## config.mk

```make
export PLATFORM = sky130hd
export DESIGN_NAME = fsau_div
export DESIGN_NICKNAME = d
export VERILOG_FILES = /design/src/fsau_pkg.sv /design/src/fsau_div.sv
export SDC_FILE = /design/constraint.sdc
export NUM_CORES = 1
export LEC_CHECK = 0
export BUFFER_PORTS_ARGS = -buffer_cell sky130_fd_sc_hd__buf_2
export CORE_MARGIN = 2
export CORE_UTILIZATION = 45
export CTS_CLUSTER_SIZE = 40
export DETAILED_ROUTE_END_ITERATION = 6
export PLACE_DENSITY = 0.65
export SLEW_MARGIN = 20
export SYNTH_ARGS = -nofsm -noshare
export SYNTH_HDL_FRONTEND = slang
export SYNTH_SLANG_ARGS = --single-unit
```

## constraint.sdc

```tcl
create_clock -name i_clk -period 3.3 [get_ports i_clk]
set_clock_uncertainty 0.05 [all_clocks]
set_input_delay 0.165 -clock i_clk [delete_from_list [all_inputs] [get_ports i_clk]]
set_output_delay 0.165 -clock i_clk [all_outputs]
set_load 0.01 [all_outputs]
```

## src/fsau_pkg.sv

```systemverilog
package fsau_pkg;

    localparam int STACK_DEPTH_DEF  = 64;
    localparam int RETURN_DEPTH_DEF = 32;
    localparam int DICT_BYTES_DEF   = 1024;

    localparam int OP_W   = 7;
    localparam int CELL_W = 16;

    localparam logic [OP_W-1:0] OP_DROP   = 7'd0;
    localparam logic [OP_W-1:0] OP_DUP    = 7'd1;
    localparam logic [OP_W-1:0] OP_SWAP   = 7'd2;
    localparam logic [OP_W-1:0] OP_OVER   = 7'd3;
    localparam logic [OP_W-1:0] OP_ROT    = 7'd4;
    localparam logic [OP_W-1:0] OP_ADD    = 7'd5;
    localparam logic [OP_W-1:0] OP_SUB    = 7'd6;
    localparam logic [OP_W-1:0] OP_MUL    = 7'd7;
    localparam logic [OP_W-1:0] OP_DIV    = 7'd8;
    localparam logic [OP_W-1:0] OP_MOD    = 7'd9;
    localparam logic [OP_W-1:0] OP_NEG    = 7'd10;
    localparam logic [OP_W-1:0] OP_AND    = 7'd11;
    localparam logic [OP_W-1:0] OP_OR     = 7'd12;
    localparam logic [OP_W-1:0] OP_XOR    = 7'd13;
    localparam logic [OP_W-1:0] OP_NOT    = 7'd14;
    localparam logic [OP_W-1:0] OP_LSH    = 7'd15;
    localparam logic [OP_W-1:0] OP_RSH    = 7'd16;
    localparam logic [OP_W-1:0] OP_EQ     = 7'd17;
    localparam logic [OP_W-1:0] OP_LT     = 7'd18;
    localparam logic [OP_W-1:0] OP_GT     = 7'd19;
    localparam logic [OP_W-1:0] OP_NE     = 7'd20;
    localparam logic [OP_W-1:0] OP_FETCH  = 7'd21;
    localparam logic [OP_W-1:0] OP_STORE  = 7'd22;
    localparam logic [OP_W-1:0] OP_CFETCH = 7'd23;
    localparam logic [OP_W-1:0] OP_CSTORE = 7'd24;
    localparam logic [OP_W-1:0] OP_TOR    = 7'd30;
    localparam logic [OP_W-1:0] OP_RFROM  = 7'd31;
    localparam logic [OP_W-1:0] OP_CELLS  = 7'd34;
    localparam logic [OP_W-1:0] OP_DADD   = 7'd41;
    localparam logic [OP_W-1:0] OP_DSUB   = 7'd42;
    localparam logic [OP_W-1:0] OP_DNEG   = 7'd43;
    localparam logic [OP_W-1:0] OP_ABS    = 7'd44;
    localparam logic [OP_W-1:0] OP_MAX    = 7'd47;
    localparam logic [OP_W-1:0] OP_MIN    = 7'd48;
    localparam logic [OP_W-1:0] OP_IDX    = 7'd60;
    localparam logic [OP_W-1:0] OP_FOR    = 7'd61;
    localparam logic [OP_W-1:0] OP_LIT    = 7'd64;

    localparam logic [1:0] ST_OK    = 2'd0;
    localparam logic [1:0] ST_UNDER = 2'd1;
    localparam logic [1:0] ST_OVER  = 2'd2;
    localparam logic [1:0] ST_DIVZ  = 2'd3;

    typedef enum logic [3:0] {
        S_IDLE, S_POP, S_CAP, S_RRD, S_RCAP, S_DRD, S_DCAP, S_EXEC,
        S_DIV, S_DWR, S_RPUSH, S_PUSH, S_ORD, S_OCAP
    } t_state;

    typedef struct packed {
        logic [2:0] npop;
        logic [1:0] npush;
        logic       rpop;
        logic       rpeek;
        logic       rpush;
        logic [1:0] nrd;
        logic [1:0] nwr;
        logic       is_div;
    } t_ctl;

    function automatic t_ctl decode(input logic [OP_W-1:0] op);
        t_ctl c;
        c = '0;
        case (op)
            OP_DROP: c.npop = 3'd1;
            OP_DUP: begin
                c.npop = 3'd1; c.npush = 2'd2;
            end
            OP_SWAP: begin
                c.npop = 3'd2; c.npush = 2'd2;
            end
            OP_OVER: begin
                c.npop = 3'd2; c.npush = 2'd3;
            end
            OP_ROT: begin
                c.npop = 3'd3; c.npush = 2'd3;
            end
            OP_ADD, OP_SUB, OP_MUL, OP_AND, OP_OR, OP_XOR, OP_LSH, OP_RSH,
            OP_EQ, OP_LT, OP_GT, OP_NE, OP_MAX, OP_MIN: begin
                c.npop = 3'd2; c.npush = 2'd1;
            end
            OP_DIV, OP_MOD: begin
                c.npop = 3'd2; c.npush = 2'd1; c.is_div = 1'b1;
            end
            OP_NEG, OP_NOT, OP_ABS, OP_CELLS: begin
                c.npop = 3'd1; c.npush = 2'd1;
            end
            OP_FETCH: begin
                c.npop = 3'd1; c.npush = 2'd1; c.nrd = 2'd2;
            end
            OP_CFETCH: begin
                c.npop = 3'd1; c.npush = 2'd1; c.nrd = 2'd1;
            end
            OP_STORE: begin
                c.npop = 3'd2; c.nwr = 2'd2;
            end
            OP_CSTORE: begin
                c.npop = 3'd2; c.nwr = 2'd1;
            end
            OP_TOR, OP_FOR: begin
                c.npop = 3'd1; c.rpush = 1'b1;
            end
            OP_RFROM: begin
                c.rpop = 1'b1; c.npush = 2'd1;
            end
            OP_IDX: begin
                c.rpeek = 1'b1; c.npush = 2'd1;
            end
            OP_DADD, OP_DSUB: begin
                c.npop = 3'd4; c.npush = 2'd2;
            end
            OP_DNEG: begin
                c.npop = 3'd2; c.npush = 2'd2;
            end
            OP_LIT: c.npush = 2'd1;
            default: c = '0;
        endcase
        return c;
    endfunction

endpackage

```

## src/fsau_div.sv

```systemverilog
module fsau_div import fsau_pkg::*; (
    input  logic              i_clk,
    input  logic              i_rst_n,
    input  logic              i_start,
    input  logic [CELL_W-1:0] i_dividend,
    input  logic [CELL_W-1:0] i_divisor,
    output logic              o_done,
    output logic [CELL_W-1:0] o_quo,
    output logic [CELL_W-1:0] o_rem
);

    logic              r_busy;
    logic              r_done;
    logic [3:0]        r_cnt;
    logic [CELL_W-1:0] r_rem;
    logic [CELL_W-1:0] r_quo;
    logic [CELL_W-1:0] r_den;
    logic              r_negq;
    logic              r_negr;
    logic [CELL_W:0]   rem_sh;
    logic [CELL_W:0]   diff;

    // One restoring step per cycle on the magnitudes.
    assign rem_sh = {r_rem, r_quo[CELL_W-1]};
    assign diff   = rem_sh - {1'b0, r_den};

    always_ff @(posedge i_clk) begin
        if (!i_rst_n) begin
            r_busy <= 1'b0;
            r_done <= 1'b0;
        end else begin
            r_done <= 1'b0;
            if (i_start) begin
                r_busy <= 1'b1;
            end else if (r_busy && r_cnt == 4'd15) begin
                r_busy <= 1'b0;
                r_done <= 1'b1;
            end
        end
    end

    always_ff @(posedge i_clk) begin
        if (i_start) begin
            r_cnt  <= 4'd0;
            r_rem  <= '0;
            r_quo  <= i_dividend[CELL_W-1] ? (~i_dividend + 1'b1) : i_dividend;
            r_den  <= i_divisor[CELL_W-1] ? (~i_divisor + 1'b1) : i_divisor;
            r_negq <= i_dividend[CELL_W-1] ^ i_divisor[CELL_W-1];
            r_negr <= i_dividend[CELL_W-1];
        end else if (r_busy) begin
            r_cnt <= r_cnt + 4'd1;
            if (!diff[CELL_W]) begin
                r_rem <= diff[CELL_W-1:0];
                r_quo <= {r_quo[CELL_W-2:0], 1'b1};
            end else begin
                r_rem <= rem_sh[CELL_W-1:0];
                r_quo <= {r_quo[CELL_W-2:0], 1'b0};
            end
        end
    end

    assign o_done = r_done;
    assign o_quo  = r_negq ? (~r_quo + 1'b1) : r_quo;
    assign o_rem  = r_negr ? (~r_rem + 1'b1) : r_rem;

endmodule

```

==> results of run 1 <==
## worst max-delay path, stage by stage (launching register included)
cell	delay [ns]
edfxtp_1	0.42
inv_1	0.06
ha_1	0.21
fa_1	0.41
nand2b_2	0.24
a2111oi_4	0.33
a211oi_2	0.13
a21oi_4	0.24
xor2_4	0.43
nor2_1	0.10
a2111oi_2	0.36
## area by class of cell
class	instances	share of cell area (%)
well taps	111	2.954
inverters	31	2.475
flip-flops and latches	56	31.09
multi-input cells	375	53.87
clock inverters	2	0.2928
clock buffers	6	1.544
repair buffers	71	7.772
## power groups by stage
stage,Clock (W),Sequential [W],Combinational [W]
floorplan,0,0.000890,0.000524
global placement,0,0.000915,0.000712
detailed placement,0,0.000917,0.000725
CTS,0.000392,0.000901,0.000728
global route,0.000419,0.000914,0.000808
finish,0.000376,0.000902,0.000726
## logic make-up after synthesis
group	count (synthesis)	share of synthesized area (%)
simple gates	165	18.11
compound gates	116	19.75
xor+xnor	70	15.22
flops	56	34.79
buf+inv	50	4.915
fa+ha+maj	22	6.732
mux	2	0.4766
## per-stage QoR
step           worst slack, ns  area [sq um]  hold slack, ns
6_report                0.2190          4701         0.04491
5_1_grt                0.06468          4701         0.04315
4_1_cts                 0.2129          4701         0.02951
3_5_place_dp            0.2514          4614          0.3672
3_3_place_gp            0.3827          4614          0.3591
2_1_floorplan           0.6610          4200          0.2139
## registers in the layout (all words and copies together), names as in the netlist
register,flops
r_den,16
r_quo,16
r_rem,16
r_cnt,4
o_done,1
r_busy,1
r_negq,1
r_negr,1
## layout by cell type, fill, tap and decap left out, types with 18 or more instances in the layout
| cell | Yosys | routed |
|---|---|---|
| a21oi_1 | 29 | 29 |
| buf_2 | 0 | 67 |
| dfxtp_1 | 22 | 22 |
| edfxtp_1 | 34 | 34 |
| ha_1 | 21 | 21 |
| inv_1 | 31 | 31 |
| nand2_1 | 58 | 58 |
| nor2_1 | 54 | 54 |
| o21ai_0 | 24 | 24 |
| o31ai_1 | 18 | 18 |
| xnor2_1 | 48 | 48 |
| xor2_1 | 20 | 20 |
## metal layers
metal	GRT usage [%]	routed length [um]	share of wire [%]
met4	5.479	115	1.2
met1	27.02	4623	49
met2	29.74	4384	46
met3	3.051	404	4.2
met5	0	0	0
## final timing paths
path	to	start	slack, ns
setup / recovery	r_rem[10]$_SDFFE_PP0P_	r_quo[15]$_DFFE_PP_	0.22
hold / removal	r_busy$_SDFFE_PN0P_	i_rst_n	0.04
setup reg to reg	r_rem[10]$_SDFFE_PP0P_	r_quo[15]$_DFFE_PP_	0.22
hold reg to reg	o_done$_SDFF_PP0_	r_cnt[3]$_SDFFE_PP0P_	0.46
==> results.md, run 1 <==
- Status: finished, final reports clean
- Post-synthesis sequential area ratio: 34.79%
- Synth Net Count: 538
- # DRC: 0
- Setup TNS: 0 ns
- FFs w/ async S/R, synth: 0%
- VDD IR-drop max: ~0.17 mV
- Type of origin of the critical path: flop
- Top-area cell type share of the netlist area: 24.31%
- Kind of end point of the critical path: flop
- Post-synth EDFFs: 34
- GRT Total Usage: 18.97%
- Slew HR: about 48%
- Routed WL per cell: 14.61 um
- Core area: 0.009153 sq mm
- Tmin final: 3.081 ns
- Synth Register Bits: 56
- Switching share of power: 35.99%
- Post-CTS Resized: 0
- Max Buffers Root-to-Sink: 2
- # H-tree levels: 2
- Die width: approximately 100 um
- Arrival @ worst endpoint: 3.24 ns
- Comb pwr share: 36.2%
- Multi-input gate area: approximately 0.0025 sq mm
- RSZ-0062 raised after global routing: no
- Final nets: 597
- Worst Path Required: 3.46 ns
- Final period utilization: 93.36%
- Final setup fails: 0
- Initial antenna violation count: 0
- Clk root buf: clkbuf_8
- Vias per std cell: 5.515
- Synth-to-Final Area Change: 11.92%
- CTS tree: yes
- Worst-path maximum fanout: 17
- 1st-iter DRT viols: between 200 and 250
- Clk slew on worst S/H paths: 0.10 ns
- Inserted Diodes: 0
- Power Internal: approximately 0.0013 W
- Post-CTS Setup Repair Bufs: 0
- Final ANT Viol Nets: 0
- Final Wtd Congestion: 0.9392
- Clock Sinks: 56
- Buffers added on ports: 67
- Area of the mapped netlist: 0.004200 sq mm
- Leak Pwr: 1.909 nW
- Pre-Repair DR Iteration Count: 4
- Worst Max-Slew Pin Slew: 0.7764 ns
- Final Non-Filler Cells: 652
- Synth warn: 0
- Starting Density: a little under half
- Switching power: 0.0007214 W
- Syn avg cell area: 8.732 sq um
- Final core occ: 51.36%
- Share of cells above drive strength 1: 16.64%
- Most frequent cell after synthesis: nand2_1
- # hold bufs at CTS: 0
- Hold Path Cell Cnt: 3
- Max Freq: 324.6 MHz
- Dpl cells: between 600 and 700
- Pin count of the biggest net entering global routing: 73
- Cell taking the most area after synthesis: edfxtp_1
- Vias in the first global route: 3211
- Top cells by count, synth: 58 x nand2_1, 54 x nor2_1, 48 x xnor2_1, 34 x edfxtp_1, 31 x inv_1
- Final HPWL DP: 7.342 mm
- Predominant post-synthesis flop cell: edfxtp_1
- Global-route wire length before repair: around 15 mm
- Final hold violations: 0
- R2R depth: 10
- Final WL: 9.528 mm
- Worst hold path type: input pin to flop
- Grt ovf: 0
- Die area: 0.01012 sq mm
- Crit path kind: flop to flop
- Max-cap viol count: 0
- Count of pins over their slew limit: 0
- Io pins: 68
- Clk_lat worst skew: 0.31 ns
- Synth unique cells: 59
- Vias: 3596
- Post-layout total power: 0.002004 W
- Total CTS buffers: 5
- Gate Count Post-Synth: 481
- Ranking of synthesized cells by area: edfxtp_1 24%, dfxtp_1 10%, xnor2_1 10%
- Rows: 35
- Register share of total power: 45.0%
- Power density cells: between 400 and 500 mW/mm^2
- Chip height: 100.6 um
- Filler cells: 884
- FF/Latch Area: 0.001461 sq mm
- Power share of the clock group: 18.8%
(Power assumes the default switching activity.)
==> run 2: changes to the inputs <==
REMOVE_ABC_BUFFERS = 1   (was unset)
SKIP_LAST_GASP = 1   (was unset)
clock period = 3.4 ns   (was 3.3 ns; I/O delays follow)
==> results.md, run 2 (synthesis gave the netlist of run 1 again) <==
- Type of origin of the critical path: flop (unchanged)
- Hold worst-path end: r_busy$_SDFFE_PN0P_ (unchanged)
- Worst hold path type: input pin to flop (unchanged)
- Post-CTS Setup Repair Bufs: 0 (unchanged)
- Final Wtd Congestion: 0.8825 (was 0.9392)
- # H-tree levels: 2 (unchanged)
- Clock Sinks: 56 (unchanged)
- Max Buffers Root-to-Sink: 2 (unchanged)
- Placed inst area: 0.004599 sq mm (was 0.004614 sq mm)
- Synth-to-Final Area Change: 11.62% (was 11.92%)
- Final period utilization: 87.78% (was 93.36%)
- Cell area after layout: 0.004688 sq mm (was 0.004701 sq mm)
- Post-layout total power: 0.001925 W (was 0.002004 W)
- Worst-path maximum fanout: 17 (unchanged)
- Initial antenna violation count: 0 (unchanged)
- Tmin final: 2.985 ns (was 3.081 ns)
- RSZ-0062 raised after global routing: no (unchanged)
- Clk slew on worst S/H paths: 0.10 ns (about the same)
- Global-route wire length before repair: 14.91 mm (was 15.50 mm)
- Worst Max-Slew Pin Slew: 0.7740 ns (was 0.7764 ns)
- Chip height: 100.6 um (unchanged)
- Power density cells: 410.7 mW/mm^2 (was 426.4 mW/mm^2)
- Count of pins over their slew limit: 0 (unchanged)
- Status: finished, final reports clean (unchanged)
- Kind of end point of the critical path: flop (unchanged)
- Die area: 0.01012 sq mm (unchanged)
- Post-CTS Resized: 0 (unchanged)
- Max Freq: 335.1 MHz (was 324.6 MHz)
- Reg-to-Reg Start: r_quo[15]$_DFFE_PP_ (unchanged)
- Buffers added on ports: 67 (unchanged)
- # hold bufs at CTS: 0 (unchanged)
- Clk_lat worst skew: 0.31 ns (about the same)
- Clk root buf: clkbuf_8 (unchanged)
- Highest-count cells in the layout ignoring fill and taps: 67 x buf_2, 58 x nand2_1, 54 x nor2_1, 48 x xnor2_1, 34 x edfxtp_1 (unchanged)
- Worst Path Required: 3.56 ns (was 3.46 ns)
- Vias: 3484 (was 3596)
- Dpl cells: 642 (was 644)
- Top Registers: r_den: 16 flops, r_quo: 16 flops, r_rem: 16 flops (unchanged)
- Max-cap viol count: 0 (unchanged)
- VDD IR-drop max: 0.1845 mV (was 0.1698 mV)
- Arrival @ worst endpoint: 3.15 ns (was 3.24 ns)
- Vias per std cell: 5.360 (was 5.515)
- Vias in the first global route: 3244 (was 3211)
- Final setup fails: 0 (unchanged)
- Starting Density: 45.89% (unchanged)
- GRT Total Usage: 17.93% (was 18.97%)
- Slew HR: 48.14% (was 47.98%)
- Share of cells above drive strength 1: 16.33% (was 16.64%)
- Total CTS buffers: 5 (unchanged)
- Inserted Diodes: 0 (unchanged)
- Hold Path Cell Cnt: 3 (unchanged)
- CTS tree: yes (unchanged)
- Setup TNS: 0 ns (unchanged)
- Core area: 0.009153 sq mm (unchanged)
- Pin count of the biggest net entering global routing: 40 (was 73)
- R2R depth: 10 (unchanged)
- Worst hold start: i_rst_n (unchanged)
- Final nets: 595 (was 597)
- Io pins: 68 (unchanged)
- Pre-Repair DR Iteration Count: 4 (unchanged)
- Most common cell after layout, fill and taps aside: buf_2 (unchanged)
- Final HPWL DP: 6.928 mm (was 7.342 mm)
- Final WL: 8.868 mm (was 9.528 mm)
- Crit path kind: flop to flop (unchanged)
- Die width: 100.6 um (unchanged)
- Grt ovf: 0 (unchanged)
- Final hold violations: 0 (unchanged)
- Final Non-Filler Cells: 650 (was 652)
- Rows: 35 (unchanged)
- Routed WL per cell: 13.64 um (was 14.61 um)
- # DRC: 0 (unchanged)
- Reg-to-Reg End: r_rem[10]$_SDFFE_PP0P_ (unchanged)
- Reg2reg setup slack: 0.42 ns (was 0.22 ns)
- 1st-iter DRT viols: 153 (was 210)
- Leak Pwr: 1.903 nW (was 1.909 nW)
- Final ANT Viol Nets: 0 (unchanged)
-- run 2: per-stage QoR --
| stage | util [%] | hold WS [ns] | setup slack (ns) |
|---|---|---|---|
| after floorplan | - | 0.1921 | 0.6967 |
| after global placement | 50.25 | 0.3672 | 0.5191 |
| after detailed placement | 50.25 | 0.3677 | 0.4306 |
| after CTS | 51.22 | 0.04412 | 0.4013 |
| after global routing | 51.22 | 0.04836 | 0.1833 |
| final | 51.22 | 0.04705 | 0.4154 |
-- run 2: power by group --
group | switching [W] | internal [W] | leakage (nW)
clock network | 0.000210 | 0.000153 | 0.0500
logic | 0.000387 | 0.000299 | 1.34
registers | 0.0000810 | 0.000796 | 0.514
total | 0.000678 | 0.00125 | 1.90
-- run 2: layout make-up --
class / count / area, sq um
fill: 895 / 4464
multi-input combinational: 375 / 2532
sequential: 56 / 1461
timing repair buffer: 69 / 350.3
tap: 111 / 138.9
inverter: 31 / 116.4
clock buffer: 6 / 76.32
clock inverter: 2 / 12.51
-- run 2: worst max-delay path by stage --
stage | endpoint | from | cells past startpoint | slack, ns
finish | r_rem[10]$_SDFFE_PP0P_ | r_quo[15]$_DFFE_PP_ | 10 | 0.42
global route | r_rem[10]$_SDFFE_PP0P_ | r_quo[15]$_DFFE_PP_ | 10 | 0.18
CTS | r_rem[10]$_SDFFE_PP0P_ | r_quo[15]$_DFFE_PP_ | 10 | 0.40
detailed placement | r_rem[10]$_SDFFE_PP0P_ | r_quo[15]$_DFFE_PP_ | 10 | 0.43
global placement | r_rem[10]$_SDFFE_PP0P_ | r_quo[15]$_DFFE_PP_ | 10 | 0.52
floorplan | r_rem[10]$_SDFFE_PP0P_ | r_quo[15]$_DFFE_PP_ | 10 | 0.70
-- run 2: critical path: stages, from the launching register on --
cell and delay (ns):
edfxtp_1 0.41, inv_1 0.06, ha_1 0.21, fa_1 0.38, nand2b_2 0.24, a2111oi_4 0.33, a211oi_2 0.12, a21oi_4 0.23
xor2_4 0.40, nor2_1 0.10, a2111oi_2 0.34
-- run 2: per-layer routing --
metal | GRT usage (%) | part of all wire (%)
met2 | 29.69 | 46
met5 | 0 | 0
met3 | 1.942 | 4.4
met4 | 3.372 | 0.68
met1 | 25.53 | 49
==> run 3: changes to the inputs <==
CORE_UTILIZATION = 58   (was 45)
PLACE_DENSITY = 0.81   (was 0.65)
==> results.md, run 3 (synthesis gave the netlist of run 1 again) <==
- Post-CTS Resized: 0 (unchanged)
- Worst setup margin: 0.3757 ns (was 0.4154 ns)
- Final ANT Viol Nets: 0 (unchanged)
- Chip height: 89.10 um (was 100.6 um)
- Arrival @ worst endpoint: 3.20 ns (was 3.15 ns)
- 1st-iter DRT viols: 266 (was 153)
- Share of cells above drive strength 1: 16.51% (was 16.33%)
- Routed WL per cell: 13.86 um (was 13.64 um)
- Top layer in use: met4 (unchanged)
- Most common cell after layout, fill and taps aside: buf_2 (unchanged)
- Final WL: 8.840 mm (was 8.868 mm)
- Hold Path Cell Cnt: 1 (was 3)
- # H-tree levels: 2 (unchanged)
- Kind of end point of the critical path: flop (unchanged)
- GRT Total Usage: 23.07% (was 17.93%)
- Die area: 0.007939 sq mm (was 0.01012 sq mm)
- Tmin final: 3.024 ns (was 2.985 ns)
- Starting Density: 58.85% (was 45.89%)
- Die width: 89.10 um (was 100.6 um)
- Count of pins over their slew limit: 0 (unchanged)
- Worst hold path type: input pin to flop (unchanged)
- Detail Route met2 WL: 4.172 mm (was 4.035 mm)
- Final period utilization: 88.95% (was 87.78%)
- Clk_lat worst skew: 0.32 ns (was 0.31 ns)
- Setup TNS: 0 ns (unchanged)
- Met1 WL: 4.027 mm (was 4.383 mm)
- Leak Pwr: 1.905 nW (was 1.903 nW)
- Buffers added on ports: 67 (unchanged)
- Final nets: 595 (unchanged)
- Final HPWL DP: 6.827 mm (was 6.928 mm)
- Worst hold start: i_divisor[0] (was i_rst_n)
- Worst Max-Slew Pin Slew: 0.7290 ns (was 0.7740 ns)
- Rows: 31 (was 35)
- Inserted Diodes: 0 (unchanged)
- # DRC: 0 (unchanged)
- Hold WS: 0.03748 ns (was 0.04705 ns)
- Final core occ: 65.57% (was 51.22%)
- Status: finished, final reports clean (unchanged)
- CTS tree: yes (unchanged)
- Hold worst-path end: r_den[0]$_DFFE_PP_ (was r_busy$_SDFFE_PN0P_)
- Vias in the first global route: 3271 (was 3244)
- Pin count of the biggest net entering global routing: 73 (was 40)
- RSZ-0062 raised after global routing: no (unchanged)
- Synth-to-Final Area Change: 11.41% (was 11.62%)
- Final Wtd Congestion: 0.8643 (was 0.8825)
- Met3 wire len: 489 um (was 388 um)
- Clock Sinks: 56 (unchanged)
- Reg2reg setup slack: 0.38 ns (was 0.42 ns)
- Reg-to-Reg Start: r_quo[15]$_DFFE_PP_ (unchanged)
- Grt ovf: 0 (unchanged)
- R2R depth: 10 (unchanged)
- Worst-path maximum fanout: 17 (unchanged)
- VDD IR-drop max: 0.1654 mV (was 0.1845 mV)
- # hold bufs at CTS: 0 (unchanged)
- Io pins: 68 (unchanged)
- Clk root buf: clkbuf_8 (unchanged)
- Clk slew on worst S/H paths: 0.11 ns (was 0.10 ns)
- Top Registers: r_den: 16 flops, r_quo: 16 flops, r_rem: 16 flops (unchanged)
- Max Buffers Root-to-Sink: 2 (unchanged)
- Final setup fails: 0 (unchanged)
- Reg-to-Reg End: r_rem[10]$_SDFFE_PP0P_ (unchanged)
- Total CTS buffers: 5 (unchanged)
- Max Freq: 330.7 MHz (was 335.1 MHz)
- Vias: 3586 (was 3484)
- Power density cells: 418.7 mW/mm^2 (was 410.7 mW/mm^2)
- Post-layout total power: 0.001959 W (was 0.001925 W)
- Type of origin of the critical path: flop (unchanged)
- Global-route wire length before repair: 14.49 mm (was 14.91 mm)
- Worst Path Required: 3.58 ns (was 3.56 ns)
- Slew HR: 51.40% (was 48.14%)
- Core area: 0.007137 sq mm (was 0.009153 sq mm)
- Vias per std cell: 5.621 (was 5.360)
- Post-CTS Setup Repair Bufs: 0 (unchanged)
- Final hold violations: 0 (unchanged)
- Pre-Repair DR Iteration Count: 4 (unchanged)
- Max-cap viol count: 0 (unchanged)
- Crit path kind: flop to flop (unchanged)
- Setup Slack @ Placement: 0.4003 ns (was 0.4306 ns)
- Initial antenna violation count: 0 (unchanged)
- Highest-count cells in the layout ignoring fill and taps: 67 x buf_2, 58 x nand2_1, 54 x nor2_1, 48 x xnor2_1, 34 x edfxtp_1 (unchanged)
-- run 3: cell types whose count changed in the layout (fill, tap and decap cells not counted), sizes merged --
| cell | change |
|---|---|
| clkinv | -1 |
| inv | +1 |
-- run 3: per-layer routing --
metal  GRT usage [%]  vias up
li1                -     1833
met1           31.37     1641
met2           37.44      101
met3           2.401       11
met4           10.04        0
met5               0        -
-- run 3: how the worst max path moves through the flow --
| stage | end | cells after the start | slack, ns | start |
|---|---|---|---|---|
| after detailed placement | r_rem[10]$_SDFFE_PP0P_ | 10 | 0.40 | r_quo[15]$_DFFE_PP_ |
| final | r_rem[10]$_SDFFE_PP0P_ | 10 | 0.38 | r_quo[15]$_DFFE_PP_ |
| after global placement | r_rem[10]$_SDFFE_PP0P_ | 10 | 0.53 | r_quo[15]$_DFFE_PP_ |
| after CTS | r_rem[10]$_SDFFE_PP0P_ | 10 | 0.38 | r_quo[15]$_DFFE_PP_ |
| after global routing | r_rem[12]$_SDFFE_PP0P_ | 10 | 0.21 | r_quo[15]$_DFFE_PP_ |
| after floorplan | r_rem[10]$_SDFFE_PP0P_ | 10 | 0.70 | r_quo[15]$_DFFE_PP_ |
-- run 3: metrics by stage --
stage               cells  area [sq um]
floorplan             462          4110
global placement      630          4584
detailed placement    630          4584
CTS                   638          4679
global route          638          4679
finish                638          4679
-- run 3: worst max-delay path: stages (launching register included) --
cell       delay [ns]
edfxtp_1         0.41
inv_1            0.06
ha_1             0.23
fa_1             0.38
nand2b_2         0.24
a2111oi_4        0.32
a211oi_2         0.13
a21oi_4          0.24
xor2_4           0.41
nor2_1           0.10
a2111oi_2        0.35
-- run 3: final cells by class --
cell class                 instances  area, sq um
fill                             629         2457
sequential                        56         1461
multi-input combinational        375         2532
clock inverter                     2        12.51
tap                               99        123.9
timing repair buffer              69        350.3
inverter                          31        116.4
clock buffer                       6        82.58
-- run 3: power by group --
group	total (W)	internal (W)	switching (W)
combinational	0.000690	0.000300	0.000391
clock	0.000391	0.000167	0.000224
sequential	0.000878	0.000796	0.0000818
total	0.00196	0.00126	0.000697
